### config.mk
export PLATFORM = sky130hd
export DESIGN_NAME = vehicle_speed_kalman_estimator_unit_flat
export DESIGN_NICKNAME = d
export VERILOG_FILES = /design/src/design/vsk_pkg.sv /design/src/design/vsk_in_if.sv /design/src/design/vsk_out_if.sv /design/src/design/vsk_mul.sv /design/src/design/vsk_div.sv /design/src/design/vehicle_speed_kalman_estimator_unit.sv /design/src/flat_wrapper.sv
export SDC_FILE = /design/constraint.sdc
export NUM_CORES = 2
export LEC_CHECK = 0
export BUFFER_PORTS_ARGS = -buffer_cell sky130_fd_sc_hd__buf_2
export CAP_MARGIN = 40
export CORE_ASPECT_RATIO = 1.75
export CORE_MARGIN = 2
export CORE_UTILIZATION = 40
export DETAILED_ROUTE_END_ITERATION = 10
export GPL_TIMING_DRIVEN = 0
export PLACE_DENSITY = 0.64
export SLEW_MARGIN = 20
export SYNTH_ARGS = -nofsm -noshare
export SYNTH_HDL_FRONTEND = slang
export SYNTH_SLANG_ARGS = --single-unit
### constraint.sdc
create_clock -name i_clk -period 24.7 [get_ports i_clk]
set_input_delay 6.175 -clock i_clk [delete_from_list [all_inputs] [get_ports i_clk]]
set_output_delay 6.175 -clock i_clk [all_outputs]
set_load 0.01 [all_outputs]
### src/design/vsk_pkg.sv
package vsk_pkg;

    localparam int FRAC_BITS_DEF = 16;

    // serial multiplier: signed multiplicand times unsigned multiplier
    localparam int MUL_AW = 34;
    localparam int MUL_BW = 32;
    localparam int MUL_PW = MUL_AW + MUL_BW;

    typedef enum logic [2:0] {
        REG_PROCESS_NOISE     = 3'd0,
        REG_MEASUREMENT_NOISE = 3'd1,
        REG_WHEEL_RADIUS      = 3'd2,
        REG_SLIP_GATE         = 3'd3,
        REG_REJECT_GAIN       = 3'd4
    } t_reg_idx;

    typedef struct packed {
        logic                     start;
        logic signed [MUL_AW-1:0] a;
        logic [MUL_BW-1:0]        b;
    } t_mul_req;

    function automatic logic signed [31:0] sat32(input logic signed [MUL_PW-1:0] x);
        logic signed [MUL_PW-1:0] hi;
        logic signed [MUL_PW-1:0] lo;
        hi = MUL_PW'(32'sh7FFF_FFFF);
        lo = -MUL_PW'(33'sh0_8000_0000);
        if (x > hi) begin
            return 32'sh7FFF_FFFF;
        end else if (x < lo) begin
            return 32'sh8000_0000;
        end
        return x[31:0];
    endfunction

endpackage

### src/design/vsk_in_if.sv
interface vsk_in_if;
    logic               valid;
    logic               ready;
    logic signed [31:0] front_left_rate;
    logic signed [31:0] front_right_rate;
    logic signed [31:0] longitudinal_accel;
    logic signed [31:0] time_step;

    modport source (output valid, front_left_rate, front_right_rate,
                    longitudinal_accel, time_step, input ready);
    modport sink (input valid, front_left_rate, front_right_rate,
                  longitudinal_accel, time_step, output ready);
endinterface

### src/design/vsk_out_if.sv
interface vsk_out_if;
    logic               valid;
    logic               ready;
    logic signed [31:0] speed_estimate;

    modport source (output valid, speed_estimate, input ready);
    modport sink (input valid, speed_estimate, output ready);
endinterface

### src/design/vsk_mul.sv
module vsk_mul
    import vsk_pkg::*;
(
    input  logic                     i_clk,
    input  logic                     i_rst_n,
    input  t_mul_req                 i_req,
    output logic                     o_done,
    output logic signed [MUL_PW-1:0] o_prod
);

    localparam int CW = $clog2(MUL_BW);

    logic                     r_busy;
    logic                     r_done;
    logic [CW-1:0]            r_cnt;
    logic signed [MUL_PW-1:0] r_acc;
    logic signed [MUL_PW-1:0] r_a;
    logic [MUL_BW-1:0]        r_b;

    // one multiplier bit per cycle
    always_ff @(posedge i_clk) begin
        if (!i_rst_n) begin
            r_busy <= 1'b0;
            r_done <= 1'b0;
            r_cnt  <= '0;
        end else begin
            r_done <= 1'b0;
            if (i_req.start) begin
                r_busy <= 1'b1;
                r_cnt  <= '0;
                r_acc  <= '0;
                r_a    <= MUL_PW'(i_req.a);
                r_b    <= i_req.b;
            end else if (r_busy) begin
                if (r_b[0]) begin
                    r_acc <= r_acc + r_a;
                end
                r_a   <= r_a <<< 1;
                r_b   <= r_b >> 1;
                r_cnt <= r_cnt + 1'b1;
                if (r_cnt == CW'(MUL_BW - 1)) begin
                    r_busy <= 1'b0;
                    r_done <= 1'b1;
                end
            end
        end
    end

    assign o_done = r_done;
    assign o_prod = r_acc;

endmodule

### src/design/vsk_div.sv
module vsk_div #(
    parameter int NW = 48,
    parameter int DW = 41
) (
    input  logic          i_clk,
    input  logic          i_rst_n,
    input  logic          i_start,
    input  logic [NW-1:0] i_num,
    input  logic [DW-1:0] i_den,
    output logic          o_done,
    output logic [NW-1:0] o_quo
);

    localparam int CW = $clog2(NW);

    logic          r_busy;
    logic          r_done;
    logic [CW-1:0] r_cnt;
    logic [NW-1:0] r_num;
    logic [NW-1:0] r_quo;
    logic [DW-1:0] r_den;
    logic [DW-1:0] r_rem;
    logic [DW:0]   rem_sh;
    logic          take;

    assign rem_sh = {r_rem, r_num[NW-1]};
    assign take   = rem_sh >= {1'b0, r_den};

    // restoring division, one quotient bit per cycle
    always_ff @(posedge i_clk) begin
        if (!i_rst_n) begin
            r_busy <= 1'b0;
            r_done <= 1'b0;
            r_cnt  <= '0;
        end else begin
            r_done <= 1'b0;
            if (i_start) begin
                r_busy <= 1'b1;
                r_cnt  <= '0;
                r_num  <= i_num;
                r_den  <= i_den;
                r_rem  <= '0;
                r_quo  <= '0;
            end else if (r_busy) begin
                r_rem  <= take ? DW'(rem_sh - {1'b0, r_den}) : rem_sh[DW-1:0];
                r_quo  <= {r_quo[NW-2:0], take};
                r_num  <= r_num << 1;
                r_cnt  <= r_cnt + 1'b1;
                if (r_cnt == CW'(NW - 1)) begin
                    r_busy <= 1'b0;
                    r_done <= 1'b1;
                end
            end
        end
    end

    assign o_done = r_done;
    assign o_quo  = r_quo;

endmodule

### src/design/vehicle_speed_kalman_estimator_unit.sv
// processing: a nonpositive time step skips the filter and resends the held speed; otherwise
//   four passes through the bit-serial multiplier (five when the gate trips) and one
//   pass through the divider, with control states between them
// throughput: one item at a time, the next beat can be taken the cycle after the result is
//   registered
// reset (synchronous, active low): speed 0, variance 1.0, registers to their defaults
module vehicle_speed_kalman_estimator_unit
    import vsk_pkg::*;
#(
    parameter int FRAC_BITS = FRAC_BITS_DEF
) (
    input  logic        i_clk,
    input  logic        i_rst_n,
    vsk_in_if.sink      i_in,
    vsk_out_if.source   o_out,
    input  logic        i_cfg_we,
    input  logic [2:0]  i_cfg_idx,
    input  logic [31:0] i_cfg_data
);

    localparam int NW = 32 + FRAC_BITS;
    localparam int RW = 40;
    localparam int DW = RW + 1;
    localparam int KW = FRAC_BITS + 1;
    localparam logic [KW-1:0] ONE = KW'(1) << FRAC_BITS;
    localparam logic [31:0] PN_RST = 32'((64'(3277) << FRAC_BITS) >> 16);
    localparam logic [31:0] MN_RST = 32'((64'(32768) << FRAC_BITS) >> 16);
    localparam logic [31:0] WR_RST = 32'((64'(16646) << FRAC_BITS) >> 16);
    localparam logic [31:0] SG_RST = 32'((64'(131072) << FRAC_BITS) >> 16);

    typedef enum logic [3:0] {
        S_IDLE, S_M1, S_M2, S_GATE, S_M3, S_M3W, S_DEN, S_DIV, S_M4, S_M4W, S_M5, S_OUT
    } t_state;

    t_state r_state;

    logic [31:0] r_pn, r_mn, r_wr, r_sg;
    logic [7:0]  r_rg;

    logic signed [31:0] r_speed;
    logic [31:0]        r_var;

    logic signed [31:0] r_mean, r_v, r_meas;
    logic [31:0]        r_p;
    logic signed [33:0] r_innov;
    logic [RW-1:0]      r_r;
    logic [DW-1:0]      r_den;
    logic [KW-1:0]      r_k;

    logic               r_out_valid;
    logic signed [31:0] r_out;

    t_mul_req                 r_mreq;
    logic                     mul_done;
    logic signed [MUL_PW-1:0] mul_prod;
    logic signed [MUL_PW-1:0] prod_sh;
    logic                     r_div_start;
    logic                     div_done;
    logic [NW-1:0]            div_quo;

    logic               in_beat;
    logic [32:0]        psum;
    logic signed [32:0] rsum;
    logic signed [33:0] mag;

    assign in_beat    = i_in.valid && i_in.ready;
    assign i_in.ready = (r_state == S_IDLE);
    assign prod_sh    = mul_prod >>> FRAC_BITS;
    assign psum       = {1'b0, r_var} + {1'b0, r_pn};
    assign rsum       = 33'(i_in.front_left_rate) + 33'(i_in.front_right_rate);
    assign mag        = r_innov[33] ? -r_innov : r_innov;

    vsk_mul u_mul (
        .i_clk   (i_clk),
        .i_rst_n (i_rst_n),
        .i_req   (r_mreq),
        .o_done  (mul_done),
        .o_prod  (mul_prod)
    );

    vsk_div #(.NW(NW), .DW(DW)) u_div (
        .i_clk   (i_clk),
        .i_rst_n (i_rst_n),
        .i_start (r_div_start),
        .i_num   ({r_p, {FRAC_BITS{1'b0}}}),
        .i_den   (r_den),
        .o_done  (div_done),
        .o_quo   (div_quo)
    );

    always_ff @(posedge i_clk) begin
        if (!i_rst_n) begin
            r_pn        <= PN_RST;
            r_mn        <= MN_RST;
            r_wr        <= WR_RST;
            r_sg        <= SG_RST;
            r_rg        <= 8'd50;
        end else if (i_cfg_we) begin
            unique case (i_cfg_idx)
                REG_PROCESS_NOISE:     r_pn <= i_cfg_data;
                REG_MEASUREMENT_NOISE: r_mn <= i_cfg_data;
                REG_WHEEL_RADIUS:      r_wr <= i_cfg_data;
                REG_SLIP_GATE:         r_sg <= i_cfg_data;
                REG_REJECT_GAIN:       r_rg <= i_cfg_data[7:0];
                default: ;
            endcase
        end
    end

    always_ff @(posedge i_clk) begin
        if (!i_rst_n) begin
            r_state      <= S_IDLE;
            r_speed      <= '0;
            r_var        <= 32'(ONE);
            r_out_valid  <= 1'b0;
            r_mreq.start <= 1'b0;
            r_div_start  <= 1'b0;
        end else begin
            r_mreq.start <= 1'b0;
            r_div_start  <= 1'b0;
            if (o_out.valid && o_out.ready) begin
                r_out_valid <= 1'b0;
            end
            unique case (r_state)
                S_IDLE: begin
                    if (in_beat) begin
                        r_mean <= rsum[32:1];
                        if (i_in.time_step[31] || i_in.time_step == '0) begin
                            r_state <= S_OUT;
                        end else begin
                            r_mreq <= '{start: 1'b1, a: 34'(i_in.longitudinal_accel),
                                        b: i_in.time_step};
                            r_state <= S_M1;
                        end
                    end
                end
                S_M1: begin
                    if (mul_done) begin
                        r_v <= sat32(prod_sh + MUL_PW'(r_speed));
                        r_p <= psum[32] ? 32'hFFFF_FFFF : psum[31:0];
                        r_mreq  <= '{start: 1'b1, a: 34'(r_mean), b: r_wr};
                        r_state <= S_M2;
                    end
                end
                S_M2: begin
                    if (mul_done) begin
                        r_meas  <= sat32(prod_sh);
                        r_state <= S_GATE;
                    end
                end
                S_GATE: begin
                    r_innov <= 34'(r_meas) - 34'(r_v);
                    r_state <= S_M3;
                end
                S_M3: begin
                    // innovation beyond the gate: scale the noise by the reject factor
                    if (mag > 34'(r_sg)) begin
                        r_mreq  <= '{start: 1'b1, a: 34'(r_mn), b: 32'(r_rg)};
                        r_state <= S_M3W;
                    end else begin
                        r_r     <= RW'(r_mn);
                        r_state <= S_DEN;
                    end
                end
                S_M3W: begin
                    if (mul_done) begin
                        r_r     <= mul_prod[RW-1:0];
                        r_state <= S_DEN;
                    end
                end
                S_DEN: begin
                    r_den       <= {1'b0, r_r} + DW'(r_p);
                    r_state     <= S_DIV;
                    r_div_start <= 1'b1;
                end
                S_DIV: begin
                    if (div_done) begin
                        if (r_den == '0) begin
                            r_k <= '0;
                        end else if (div_quo > NW'(ONE)) begin
                            r_k <= ONE;
                        end else begin
                            r_k <= div_quo[KW-1:0];
                        end
                        r_state <= S_M4;
                    end
                end
                S_M4: begin
                    r_mreq  <= '{start: 1'b1, a: r_innov, b: 32'(r_k)};
                    r_state <= S_M4W;
                end
                S_M4W: begin
                    if (mul_done) begin
                        r_v     <= sat32(prod_sh + MUL_PW'(r_v));
                        r_mreq  <= '{start: 1'b1, a: 34'({2'b00, r_p}),
                                     b: 32'(ONE - r_k)};
                        r_state <= S_M5;
                    end
                end
                S_M5: begin
                    if (mul_done) begin
                        r_speed <= r_v;
                        r_var   <= mul_prod[FRAC_BITS +: 32];
                        r_state <= S_OUT;
                    end
                end
                S_OUT: begin
                    // hold until the result register is free
                    if (!r_out_valid || o_out.ready) begin
                        r_out       <= r_speed;
                        r_out_valid <= 1'b1;
                        r_state     <= S_IDLE;
                    end
                end
                default: r_state <= S_IDLE;
            endcase
        end
    end

    assign o_out.valid          = r_out_valid;
    assign o_out.speed_estimate = r_out;

endmodule

### src/flat_wrapper.sv
// flat-port wrapper written by rule: the top's interface ports become plain ports
module vehicle_speed_kalman_estimator_unit_flat import vsk_pkg::*;
#(
    parameter int FRAC_BITS = FRAC_BITS_DEF
)
  (i_clk, i_rst_n, i_cfg_we, i_cfg_idx, i_cfg_data, i_in_valid, i_in_front_left_rate, i_in_front_right_rate, i_in_longitudinal_accel, i_in_time_step, i_in_ready, o_out_valid, o_out_speed_estimate, o_out_ready);
  vsk_in_if i_in_i ();
  vsk_out_if o_out_i ();
  input  logic i_clk;
  input  logic i_rst_n;
  input  logic i_cfg_we;
  input  logic [2:0] i_cfg_idx;
  input  logic [31:0] i_cfg_data;
  input wire logic [$bits(i_in_i.valid)-1:0] i_in_valid;
  input wire logic [$bits(i_in_i.front_left_rate)-1:0] i_in_front_left_rate;
  input wire logic [$bits(i_in_i.front_right_rate)-1:0] i_in_front_right_rate;
  input wire logic [$bits(i_in_i.longitudinal_accel)-1:0] i_in_longitudinal_accel;
  input wire logic [$bits(i_in_i.time_step)-1:0] i_in_time_step;
  output wire logic [$bits(i_in_i.ready)-1:0] i_in_ready;
  output wire logic [$bits(o_out_i.valid)-1:0] o_out_valid;
  output wire logic [$bits(o_out_i.speed_estimate)-1:0] o_out_speed_estimate;
  input wire logic [$bits(o_out_i.ready)-1:0] o_out_ready;
  assign i_in_i.valid = i_in_valid;
  assign i_in_i.front_left_rate = i_in_front_left_rate;
  assign i_in_i.front_right_rate = i_in_front_right_rate;
  assign i_in_i.longitudinal_accel = i_in_longitudinal_accel;
  assign i_in_i.time_step = i_in_time_step;
  assign i_in_ready = i_in_i.ready;
  assign o_out_valid = o_out_i.valid;
  assign o_out_speed_estimate = o_out_i.speed_estimate;
  assign o_out_i.ready = o_out_ready;
  vehicle_speed_kalman_estimator_unit #(.FRAC_BITS(FRAC_BITS)) u_core (.i_clk(i_clk), .i_rst_n(i_rst_n), .i_in(i_in_i), .o_out(o_out_i), .i_cfg_we(i_cfg_we), .i_cfg_idx(i_cfg_idx), .i_cfg_data(i_cfg_data));
endmodule
# ---- Yosys cells after proc, flatten, opt, wreduce, memory -nomap -nowiden
# Index checks and enable logic that the tools add are counted.
dict set report op_classes {
  n_addsub 12
  n_eq_ne 28
  bitwise 3
  order_cmp 9
  n_shift 0
  mul 0
  reduce_logical 41
  n_div 0
  n_mux 72
}
# cell n
set op_table {}
lappend op_table {{$mux W32} 13}
lappend op_table {{$mux W67} 5}
lappend op_table {{$pmux W67 S5} 1}
lappend op_table {{$mux W66} 4}
lappend op_table {{$mux W48} 3}
lappend op_table {{$gt A66 B32 Y1 const B} 2}
lappend op_table {{$lt A66 B32 Y1 const B} 2}
lappend op_table {{$add A50 B32 Y51} 2}
lappend op_table {{$mux W41} 2}
lappend op_table {{$mux W40} 2}
lappend op_table {{$pmux W40 S2} 1}
lappend op_table {{$add A32 B32 Y33} 2}
lappend op_table {{$add A66 B66 Y66} 1}
lappend op_table {{$pmux W32 S2} 1}
lappend op_table {{$gt A50 B32 Y1 const B} 1}
lappend op_table {{$lt A50 B32 Y1 const B} 1}
lappend op_table {{$gt A48 B17 Y1 const B} 1}
lappend op_table {{$pmux W4 S12} 1}
lappend op_table {{$ge A42 B41 Y1} 1}
lappend op_table {{$add A40 B32 Y41} 1}
lappend op_table {{$logic_not A41 Y1} 1}
lappend op_table {{$sub A41 B41 Y41} 1}
lappend op_table {{$mux W4} 9}
lappend op_table {{$gt A34 B32 Y1} 1}
lappend op_table {{other kinds (36)} 106}
dict set report word_totals {
  memories 0
  ram_bits 0
  rom_bits 0
  out_inout_bits 34
  input_bits 168
  ff_bits 921
  latchBits 0
}

# ---- Logic depth before layout (Yosys ltp)
dict set report depth {
  ltp_word 10
  mapped_depth 21
  depth_no_buf 21
}

# ---- Cells and area by module
# Synthesis repeated with hierarchy kept, for this count alone.
dict set report unflattened {
  hier_cells 5729
  area_unflattened_um2 56036.2
}
# mod cells_per_inst instances area_each_um2
set by_module_without_submodules {}
lappend by_module_without_submodules {vehicle_speed_kalman_estimator_unit 3865 1 35606.6}
lappend by_module_without_submodules {vsk_mul 1023 1 10626.4}
lappend by_module_without_submodules {vsk_div 841 1 9803.2}

# ---- Worst setup path after synthesis
# OpenSTA, ideal clock, no wires.
dict set report synth_path {
  path_kind {input -> register}
  startpoint {input port i_rst_n}
  endpoint {register u_core.r_meas[0], enable pin}
  path_stages 3
  setup_slack_ps 14564
  n_path_buf 1
  arrival_ps 9635
  path_cell_list {clkbuf_1 -> nand2_1 -> nor4_1}
}
dict set report synth_between {
  elab_chain_cells 1
}
# item line_no
set synth_rtl {}
lappend synth_rtl {{from (decl)} flat_wrapper.sv:10} ;# input logic i_rst_n;
lappend synth_rtl {{$reduce_and A3 Y1 (no source line)} --}
lappend synth_rtl {{to (signal assigned)} vehicle_speed_kalman_estimator_unit.sv:147} ;# r_meas <= sat32(prod_sh);
lappend synth_rtl {{to (decl)} vehicle_speed_kalman_estimator_unit.sv:43} ;# logic signed [31:0] r_mean, r_v, r_meas;
# Every way passes these cells.
# A chain may end at the register's enable or synchronous reset.

# ---- Worst setup path in the final report
dict set report layout_path {
  startpoint {input port i_in_front_right_rate[2]}
  endpoint {register u_core.r_mean[29], data pin}
}
dict set report layout_between {
  elab_chain_cells 1
}
# item line_no
set layout_rtl {}
lappend layout_rtl {{from (decl)} flat_wrapper.sv:16} ;# input wire logic [$bits(i_in_i.front_right_rate)-1:0] i_in_front_right_rate;
lappend layout_rtl {{$add A32 B32 Y33} vehicle_speed_kalman_estimator_unit.sv:70} ;# assign rsum = 33'(i_in.front_left_rate) + 33'(i_in.front_right_rate);
lappend layout_rtl {{net u_core.rsum[30]} vehicle_speed_kalman_estimator_unit.sv:63} ;# logic signed [32:0] rsum;
lappend layout_rtl {{to (signal assigned)} vehicle_speed_kalman_estimator_unit.sv:127} ;# r_mean <= rsum[32:1];
lappend layout_rtl {{to (decl)} vehicle_speed_kalman_estimator_unit.sv:43}
# The timed path passes the listed nets, and every way through them passes these cells.

==> impl_metrics.ini <==
[power]
worst_ir_drop_vdd_uv = 64.4
p_per_cell_area_nw_per_um2 = 85.9
leakagePower_nw = 23.7

[worst_hold_path]
worstHoldPathType = flip-flop to flip-flop

[route]
drt-wirelength-per-cell_um = 24.6
detail_route.drc_violations = 0
via_count = 43900
vias_per_cell = 5.70
postRouteAntennaNets = 0
drtIter0Drc = 3314
routed_wl_um = 190000
detailedRoute.firstPassIterationCount = 8

[clock_network]
clkSinkCount = 904
htree_num_levels = 3
cts_buffers = 87
cts.reportedPaths.clkPinSlew_ps = 70
clock_tree_from_tritoncts = done
cts-root-buf = sky130_fd_sc_hd__clkbuf_16
postCtsResizedCells = 0
deepest_clock_path_buffer_count = 3
post_cts.repair.setup_buffers = 0
ctsHoldBuffers = 0
clkLatencyLatePin_ps = 730

[synth]
part_of_the_yosys_area_used_for_sequential_elements = 0.461
synth_flop_cell = sky130_fd_sc_hd__edfxtp_1
synth.yosys.warnings = 0
synth.net_count = 6024
yosys_register_bits = 904
postSynth.asyncResetShare = 0
synthesis.instances = 5478
synth.cell_area_sq_um = 54000
mean_instance_size_in_the_synthesized_netlist_sq_um = 9.86
number_of_synthesized_flops_with_an_enable_pin = 682
synth.lib_cells_used.distinct = 87

[global_route]
grt_start_max_net_pins = 46
gr-usage-all-layers = 0.271
first_global_vias = 44000
global_route.overflow_total = 0
number_of_antenna_violations_at_the_first_check_in_global_routing = 14
grt_first_pass_wirelength_um = 275000

[timing]
final_setup_vio_count = 0
final-max-slew-violation-count = 0
worstMarginPinSlew_ps = 983
total_neg_setup_slack_ps = 0
clock.fmax_mhz = 103
slew_headroom = 0.341
post-route-period-util = 0.394
finalCriticalPeriod_ps = 9720
hold_violations = 0
clock-skew-final_ps = 31.8
grt_setup_unrepaired = no

[die]
io_pins = 202
design.die.area_sq_um = 138000
coreArea_sq_um = 134000
die_w_um = 282
die-height_um = 490
initial_core_util = 0.402
rows = 178

[place]
io_buffer_count = 201
place_hpwl_um = 153000
gp_congestion = 0.963

[layout]
n_fill_cell = 12800
layout.nets = 6374
layout-drive-gt1-share = 0.102
finalCoreUtilization = 0.456
syn2layout_area_growth_pct = 13.3

[worst_setup_path]
crit_fanout = 3
endpoint_kind = flip-flop
worst-setup-path-type = input pin to flip-flop
startpoint_type = input pin
arrival_time_of_data_at_the_critical_path_endpoint_ps = 10120
worst-endpoint-required_ps = 25090

[run]
maxCapViolCount = 0

[outcome]
status = finished clean
==> cell usage in the layout, fill, tap and decap left out, types with 99 or more instances in the layout <==
cell type / count
sky130_fd_sc_hd__nand2_1: 794
sky130_fd_sc_hd__edfxtp_1: 682
sky130_fd_sc_hd__a21oi_1: 389
sky130_fd_sc_hd__ha_1: 370
sky130_fd_sc_hd__nor2_1: 330
sky130_fd_sc_hd__inv_1: 254
sky130_fd_sc_hd__clkbuf_1: 233
sky130_fd_sc_hd__dfxtp_1: 222
sky130_fd_sc_hd__o21ai_0: 218
sky130_fd_sc_hd__xnor2_1: 217
sky130_fd_sc_hd__buf_2: 209
sky130_fd_sc_hd__a21o_1: 199
sky130_fd_sc_hd__a21boi_0: 199
sky130_fd_sc_hd__nand3_1: 131
sky130_fd_sc_hd__mux2_2: 131
sky130_fd_sc_hd__xor2_1: 104
sky130_fd_sc_hd__nor2b_1: 99
==> report_power, final <==
part	switching, mW	internal, mW	leakage (nW)
clock	0.632	0.797	1.44
sequential	0.175	1.90	7.99
combinational	1.09	0.657	14.3
total	1.90	3.35	23.7
==> flip-flops by register name, summed over array words and instances (netlist names), 33 cells and up <==
signal               cells
u_core.u_div.r_den      41
u_core.u_div.r_rem      41
u_core.u_mul.o_prod     66
u_core.r_r              40
u_core.r_innov          33
u_core.u_div.o_quo      48
u_core.u_mul.r_a        66
u_core.r_mreq           66
u_core.r_den            41
==> cell type report <==
cell class                 instances  area [sq um]  area share
clock buffer                     118          2450      0.0401
timing repair buffer             261          1770      0.0289
antenna                            9          22.5    0.000368
inverter                         254           953      0.0156
tap                             1800          2250      0.0368
buffer                           227           890      0.0145
multi-input combinational       4093         27400       0.448
sequential                       904         24900       0.407
clock inverter                    44           527     0.00861
==> worst max-delay path, cell delays in order <==
cell	delay, ps
sky130_fd_sc_hd__buf_2	100
sky130_fd_sc_hd__ha_1	320
sky130_fd_sc_hd__nor2b_1	140
sky130_fd_sc_hd__o21ai_0	200
sky130_fd_sc_hd__a21boi_0	150
sky130_fd_sc_hd__o21a_1	240
sky130_fd_sc_hd__o21ai_0	350
sky130_fd_sc_hd__a21oi_1	150
sky130_fd_sc_hd__o31a_1	310
sky130_fd_sc_hd__nor2_1	280
sky130_fd_sc_hd__o311ai_2	230
sky130_fd_sc_hd__a31o_2	320
sky130_fd_sc_hd__a41o_1	260
sky130_fd_sc_hd__o41ai_1	570
sky130_fd_sc_hd__xnor2_1	300
==> worst paths after layout <==
kind,from,endpoint,slack [ps],depth (start not counted)
worst max-delay path,i_in_front_right_rate[2],u_core.r_mean[29]$_DFFE_PP_,14980,15
worst min-delay path,u_core.r_den[24]$_DFFE_PP_,u_core.u_div.r_den[24]$_DFFE_PP_,440,0
worst min register to register,u_core.r_den[24]$_DFFE_PP_,u_core.u_div.r_den[24]$_DFFE_PP_,440,0
worst max register to register,u_core.r_innov[3]$_DFFE_PP_,u_core.r_mreq[33]$_DFFE_PP_,17800,19
==> per-stage QoR <==
stage	total power [mW]	instances	setup slack, ps	instance area, sq um	hold slack (ps)
2_1_floorplan	3.19	5478	14560	54000	427
3_3_place_gp	3.78	7479	11240	57300	431
3_5_place_dp	3.83	7536	13940	58100	434
4_1_cts	5.25	7698	14680	61100	429
5_1_grt	5.49	7702	14470	61200	457
6_report	5.25	7710	14980	61200	435
==> per-layer routing <==
metal	routed length [um]	global-route usage
met1	66500	0.279
met2	97300	0.496
met3	9800	0.0345
met4	16300	0.199
met5	57	0
==> cell families (layout without fill, tap and decap cells) <==
| family | count (synthesis) | in the layout | synth area share |
|---|---|---|---|
| and+or+nand+nor | 1795 | 1795 | 0.153 |
| AOI/OAI and AO/OA | 1451 | 1451 | 0.180 |
| DFF | 904 | 904 | 0.461 |
| buffers and inverters | 481 | 904 | 0.0340 |
| adders and majority gates | 378 | 378 | 0.0887 |
| xor gates and xnor gates | 321 | 321 | 0.0520 |
| muxes | 148 | 148 | 0.0305 |
| other | 0 | 9 | 0 |
==> cell usage after synthesis, drive strengths merged (8+ instances only) <==
cell     count  area (sq um)
a222oi      44           440
dfxtp      222          4440
nand2b      53           332
o21a        61           458
edfxtp     682         20500
o31a        17           149
inv        254           953
o2111ai      8          70.1
nor4        50           328
nor3        87           435
mux2       131          1480
o211ai      21           163
or4         15           124
a21oi      389          1950
o21bai      50           375
ha         370          4630
o41ai        8          70.1
nand4       64           400
nor2b      100           626
a21o       199          1490
a221oi      10          87.6
xnor2      217          1900
or3         20           130
fa           8           160
a41oi        9          78.8
and3        45           282
nor2       335          1260
nand3      132           666
o21ai      220          1100
or2         14          87.6
a221o       25           250
and2        54           338
xor2       104           911
a211oi      28           210
a311oi      10          87.6
nand2      794          2980
a211o       12           105
clkbuf     221           830
a31oi       28           175
o31ai       33           248
mux2i       17           170
a21boi     200          1500
a31o        11          96.3
No activity file was read; power rests on OpenSTA's default activity.
